$ cat config.mk
export PLATFORM = sky130hd
export DESIGN_NAME = mlfq_ram
export DESIGN_NICKNAME = d
export VERILOG_FILES = /design/src/mlfq_ram.sv
export SDC_FILE = /design/constraint.sdc
export NUM_CORES = 1
export LEC_CHECK = 0
export BUFFER_PORTS_ARGS = -buffer_cell sky130_fd_sc_hd__buf_4
export CAP_MARGIN = 20
export CORE_ASPECT_RATIO = 0.75
export CORE_UTILIZATION = 35
export CTS_BUF_LIST = sky130_fd_sc_hd__clkbuf_2
export DETAILED_ROUTE_END_ITERATION = 8
export PLACE_DENSITY = 0.59
export SETUP_SLACK_MARGIN = 0.15
export SYNTH_ARGS = -nofsm -noshare
export SYNTH_HDL_FRONTEND = slang
export SYNTH_SLANG_ARGS = --single-unit
$ cat constraint.sdc
create_clock -name clk_i -period 1.8 [get_ports clk_i]
set_input_delay 0.18 -clock clk_i [delete_from_list [all_inputs] [get_ports clk_i]]
set_output_delay 0.18 -clock clk_i [all_outputs]
set_load 0.05 [all_outputs]
$ cat src/mlfq_ram.sv
// generic single write port ram with one registered read port
// no dependencies
module mlfq_ram #(
  parameter int WIDTH = 8,
  parameter int DEPTH = 64
) (
  input  logic                     clk_i,
  input  logic                     we_i,
  input  logic [$clog2(DEPTH)-1:0] waddr_i,
  input  logic [WIDTH-1:0]         wdata_i,
  input  logic [$clog2(DEPTH)-1:0] raddr_i,
  output logic [WIDTH-1:0]         rdata_o
);

  logic [WIDTH-1:0] mem_q [DEPTH];

  // write port
  always_ff @(posedge clk_i) begin
    if (we_i) begin
      mem_q[waddr_i] <= wdata_i;
    end
  end

  // registered read
  always_ff @(posedge clk_i) begin
    rdata_o <= mem_q[raddr_i];
  end

endmodule

==> flow_summary.toml, run 1 <==
[run_status]
status = "finished, violations left"
violations = "setup timing"

[timing]
fin_skew_ns = 0.106
tightestPinTransition_ns = 0.776
timing.final.ws_setup_ns = -0.0736
rsz0062_at_grt = "yes"
setup_violations = 7
finalCritPeriodShare_pct = 104
whs_ns = 0.184
min_period_ns = 1.87
hold_viol_final = 0
slew_viol_final = 0
max_slew_margin_pct = 48.3
clock.fmax_ghz = 0.534

[clock_tree]
clockBufferDepth = 3
clockRootBuffer = "clkbuf_2"
htree_levels = 3
clock_sink_count = 520
worstSkewPairLatency_ns = 1.13
cts_tree = "done"
numCtsBuffers = 118
clkTransAtPathRegs_ns = 0.12

[setup_path]
critPathMaxFanout = 1
arrival_ns = 1.69
cp_cell_sequence = "buf_8"
end_kind = "primary output"
required_ns = 1.62
cp.buffers_inverters = 1
crit_slowest_cell = "dfxtp_4"
crit_type = "register to primary output"
crit_family = "flip-flops"
cpPeakStageDelay_ns = 0.41
worst_setup_path_start_kind = "register"

[yosys]
synth-async-reset-ratio_pct = 0
synth_seq_cells = 520
syn_inst = 940
synth_enable_flop_cells = 512
yosys.cell_types.count = 40
synth-seq-area-share_pct = 77.0
synth_area_per_cell_um2 = 21.5
synth-main-ff-cell = "edfxtp_1"
syn_nets = 962
synth_area_um2 = 20200
ys_warn_count = 0

[final_layout]
mostFrequentLayoutCell = "edfxtp_1"
final_cell_mix = "edfxtp_1 (512), clkbuf_2 (179), buf_4 (159)"
seq_area_um2 = 15600
nFillCells = 4981
multi_input_area_um2 = 4440
final_nets = 1241
drive_gt1_share_pct = 40.9
area_delta_synth_final_pct = 18.9
postLayoutCellArea_um2 = 24000

[pwr]
p_int_mw = 17.1
clockPowerShare_pct = 33.5
ir_worst_vdd_mv = 0.475
p_sw_share_pct = 24.9
power.density_nw_per_um2 = 947
combPwrFrac_pct = 7.3
leakage_nw = 7.95
p_sw_mw = 5.65
pwr-share-seq_pct = 59.2

[routing]
wire_per_inst_um = 24.1
finalWirelength_mm = 50.4
drtIter0Drc = 1165
antenna_left = 0
dr_total_vias = 10700
via_per_inst = 5.11
drc = 0
drt_pre_antenna_iters = 5

[placed_design]
postPlaceCellArea_um2 = 22400
place_hpwl_mm = 31.8
port_buffers = 29
gp_congestion = 0.831

[floorplan]
start_util_pct = 35.8
pin_count = 30
core_um2 = 56400
fp-row-count = 75
die_area_um2 = 58600
die_y_um = 210
die_x_um = 279

[grt]
grt_pass1_wl_mm = 73.3
grt_max_degree = 65
grt_overflow = 0
grt_pass1_vias = 10700
grt_usage_pct = 17.5
antenna_found_initial = 2

[worst_hold_path]
min-delay-path-class = "input port to register"

[job]
max-cap-violations = 0
power groups by stage:
stage	Sequential (mW)	Clock (mW)	Combinational [mW]
floorplan	13.8	0	0.733
global placement	13.7	0	1.51
detailed placement	13.7	0	1.53
CTS	13.4	7.90	1.65
global route	13.5	8.50	1.74
finish	13.4	7.61	1.65
layer usage:
layer | wire [µm] | part of all wire (%) | vias up | GRT usage, %
li1 | - | - | 4576 | -
met5 | 0 | 0 | - | 0
met3 | 4180 | 8.3 | 75 | 4.96
met1 | 24800 | 49 | 5618 | 27.6
met4 | 791 | 1.6 | 0 | 4.81
met2 | 20600 | 41 | 434 | 23.1
final timing paths:
check              startpoint     endpoint  slack, ns  depth (start not counted)
hold / removal     wdata_i[7]  mem_q[7][7]       0.18                          2
setup / recovery   rdata_o[6]   rdata_o[6]      -0.07                          1
setup reg to reg  mem_q[3][1]   rdata_o[1]      -0.02                          5
hold reg to reg   mem_q[0][7]   rdata_o[7]       0.84                          4
flip-flops by register name, indices dropped and copies added (netlist names):
name,flops
rdata_o,8
mem_q,512
metrics by stage:
step / worst slack, ns / total power [mW] / setup TNS [ns] / std cells / utilization, %
floorplan: 0.0715 / 14.5 / 0 / 940 / -
global placement: -0.449 / 15.2 / -2.67 / 1839 / 39.6
detailed placement: -0.491 / 15.2 / -2.91 / 1839 / 39.6
CTS: -0.244 / 23.0 / -1.16 / 2089 / 42.5
global route: -0.191 / 23.7 / -1.28 / 2091 / 42.5
finish: -0.0736 / 22.7 / -0.184 / 2093 / 42.5
cell families (layout without fill, tap and decap cells):
logic type / after synthesis / count (layout) / synth area share [%]
DFF: 520 / 520 / 77.0
buffers and inverters: 51 / 430 / 1.57
other: 0 / 4 / 0
AOI/OAI and AO/OA: 54 / 54 / 2.07
and+or+nand+nor: 153 / 153 / 3.39
muxes: 162 / 162 / 15.9
what timing repair did:
action                                  4_1_cts  5_1_grt
hold endpoints to repair                   1032        0
resized for setup                            50        5
pin swaps                                     2        1
buffers inserted                              0        0
endpoints found under the setup margin       16       16
hold buffers                                 30        0
cloned                                        0        0
area by class of cell:
type | count | share of cell area (%)
diodes | 4 | 0.0417
multi-input cells | 369 | 18.5
clock inverters | 41 | 0.955
flip-flops and latches | 520 | 64.9
repair buffers | 210 | 7.83
well taps | 770 | 4.02
clock buffers | 179 | 3.74
synthesized netlist by cell type, drive strengths merged (2+ instances only):
cell type / n / area (µm²)
a2111oi: 2 / 17.5
a211oi: 4 / 30.0
a21oi: 3 / 15.0
a221oi: 6 / 52.6
a22oi: 3 / 22.5
buf: 34 / 253
clkbuf: 17 / 63.8
dfxtp: 8 / 160
edfxtp: 512 / 15400
mux2: 13 / 146
mux2i: 23 / 230
mux4: 126 / 2840
nand2: 19 / 71.3
nand2b: 7 / 43.8
nand3: 13 / 65.1
nand3b: 3 / 22.5
nand4: 2 / 12.5
nor2: 83 / 312
nor2b: 14 / 87.6
nor3: 7 / 35.0
nor4: 2 / 12.5
o2111ai: 3 / 26.3
o21a: 2 / 15.0
o21ai: 4 / 20.0
o221a: 2 / 22.5
o221ai: 8 / 70.1
o22ai: 8 / 50.1
o2bb2ai: 3 / 26.3
o32ai: 2 / 17.5
o41ai: 2 / 17.5
Note: power is estimated with default switching activity, not from simulation.
==> run 2: changes to the inputs <==
--- a/config.mk
+++ b/config.mk
@@ -8,10 +8,10 @@
 export BUFFER_PORTS_ARGS = -buffer_cell sky130_fd_sc_hd__buf_4
 export CAP_MARGIN = 20
 export CORE_ASPECT_RATIO = 0.75
-export CORE_UTILIZATION = 35
+export CORE_UTILIZATION = 55
 export CTS_BUF_LIST = sky130_fd_sc_hd__clkbuf_2
 export DETAILED_ROUTE_END_ITERATION = 8
-export PLACE_DENSITY = 0.59
+export PLACE_DENSITY = 0.82
 export SETUP_SLACK_MARGIN = 0.15
 export SYNTH_ARGS = -nofsm -noshare
 export SYNTH_HDL_FRONTEND = slang
==> flow_summary.toml, run 2 (same netlist as run 1, synthesis figures left out) <==
[routing]
drt_pre_antenna_iters = 9
drc = 1
dr_total_vias = 10800
via_per_inst = 6.20
antenna_left = 0
finalWirelength_mm = 46.1
wire_per_inst_um = 26.4
drtIter0Drc = 1351

[timing]
setup_violations = 4
hold_viol_final = 0
tightestPinTransition_ns = 0.746
max_slew_margin_pct = 50.3
min_period_ns = 1.99
rsz0062_at_grt = "yes"
slew_viol_final = 0
fin_skew_ns = 0.0689
clock.fmax_ghz = 0.504
finalCritPeriodShare_pct = 110
whs_ns = 0.0649
timing.final.ws_setup_ns = -0.185

[floorplan]
core_um2 = 36000
fp-row-count = 60
die_area_um2 = 37400
die_y_um = 168
die_x_um = 223
pin_count = 30
start_util_pct = 56.1

[run_status]
status = "finished, violations left"
violations = "DRC, setup timing"

[pwr]
leakage_nw = 7.82
power.total_mw = 22.0
ir_worst_vdd_mv = 0.614
power.density_nw_per_um2 = 941

[grt]
grt_overflow = 0
grt_pass1_vias = 11100
grt_max_degree = 65
grt_usage_pct = 25.5
antenna_found_initial = 1
grt_pass1_wl_mm = 68.8

[clock_tree]
cts_tree = "done"
htree_levels = 3
clock_sink_count = 520
worstSkewPairLatency_ns = 1.06
postCtsSetupRepairBufs = 0
clockBufferDepth = 3
clkTransAtPathRegs_ns = 0.12
clockRootBuffer = "clkbuf_2"
numCtsBuffers = 110

[final_layout]
final_cell_mix = "edfxtp_1 (512), clkbuf_2 (174), buf_4 (153)"
area_delta_synth_final_pct = 15.7
fin_cells = 1748
largest_register_ffs = 512
top_regs = "mem_q (512), rdata_o (8)"
drive_gt1_share_pct = 40.3
fin_util_pct = 64.9
top_register = "mem_q"
mostFrequentLayoutCell = "edfxtp_1"
final_nets = 1220

[setup_path]
cp_cell_sequence = "mux4_2, mux2_2, o221a_4, nor3_4, o32ai_4"
cp.buffers_inverters = 0
arrival_ns = 2.89
critPathMaxFanout = 1
end_kind = "register"
crit_family = "multiplexers"
crit_slowest_cell = "mux4_2"
cpPeakStageDelay_ns = 0.45
crit_type = "register to register"
worst_setup_path_start_kind = "register"
required_ns = 2.70

[placed_design]
port_buffers = 29
dp_cells = 1527
gp_congestion = 0.881
place_hpwl_mm = 28.7

[job]
max-cap-violations = 0

[worst_hold_path]
min-delay-path-class = "input port to register"
-- run 2: cell count changes in the layout (fill, tap and decap cells not counted), moves of 3 or more --
cell / change
clkinv_1: -17
buf_4: -6
clkbuf_2: -5
dlygate4sd3_1: -5
inv_2: +3
nor2_1: +3
nor2_2: -3
-- run 2: path summary, 6_finish.rpt --
check	startpoint	end	slack, ns	cells past startpoint
worst max-delay path	mem_q[16][6]	rdata_o[6]	-0.19	5
worst min-delay path	raddr_i[5]	rdata_o[0]	0.06	4
worst max register to register	mem_q[16][6]	rdata_o[6]	-0.19	5
worst min register to register	mem_q[31][4]	rdata_o[4]	0.85	3
-- run 2: routing by layer --
metal	part of all wire [%]	GRT usage, %
met5	0	0
met4	2.4	8.25
met3	11	7.70
met2	47	38.3
met1	40	36.5
-- run 2: per-stage QoR --
step	worst slack (ns)	setup TNS, ns	cell area (µm²)
final	-0.185	-0.276	23300
after global placement	-0.739	-3.74	21900
after global routing	-0.227	-0.937	23300
after floorplan	0.0715	0	20200
after detailed placement	-0.740	-3.89	21900
after CTS	-0.180	-0.465	23300
-- run 2: cell type report --
| cell class | count | area [µm²] |
|---|---|---|
| antenna | 3 | 7.51 |
| timing repair buffer | 197 | 1740 |
| tap | 465 | 582 |
| sequential | 520 | 15600 |
| clock buffer | 174 | 871 |
| multi-input combinational | 369 | 4490 |
| fill | 2291 | 12600 |
| clock inverter | 20 | 103 |
-- run 2: repair_timing --
item / CTS / global route
pin swaps: 5 / 0
resized for setup: 47 / 5
endpoints found under the hold margin: 1030 / 0
endpoints found under the setup margin: 16 / 56
hold buffers: 24 / 0
-- run 2: tightest hold or removal path, cell delays in order --
cell and delay [ns]:
dlygate4sd3_1 0.54, buf_4 0.21, nand2_1 0.09, o2bb2ai_1 0.05
-- run 2: report_power, final --
group	total (mW)	switching [mW]	internal [mW]	leakage, nW
Clock	6.93	4.28	2.66	0.777
Sequential	13.4	0.0470	13.4	4.68
Combinational	1.60	0.932	0.671	2.37
Total	22.0	5.26	16.7	7.82
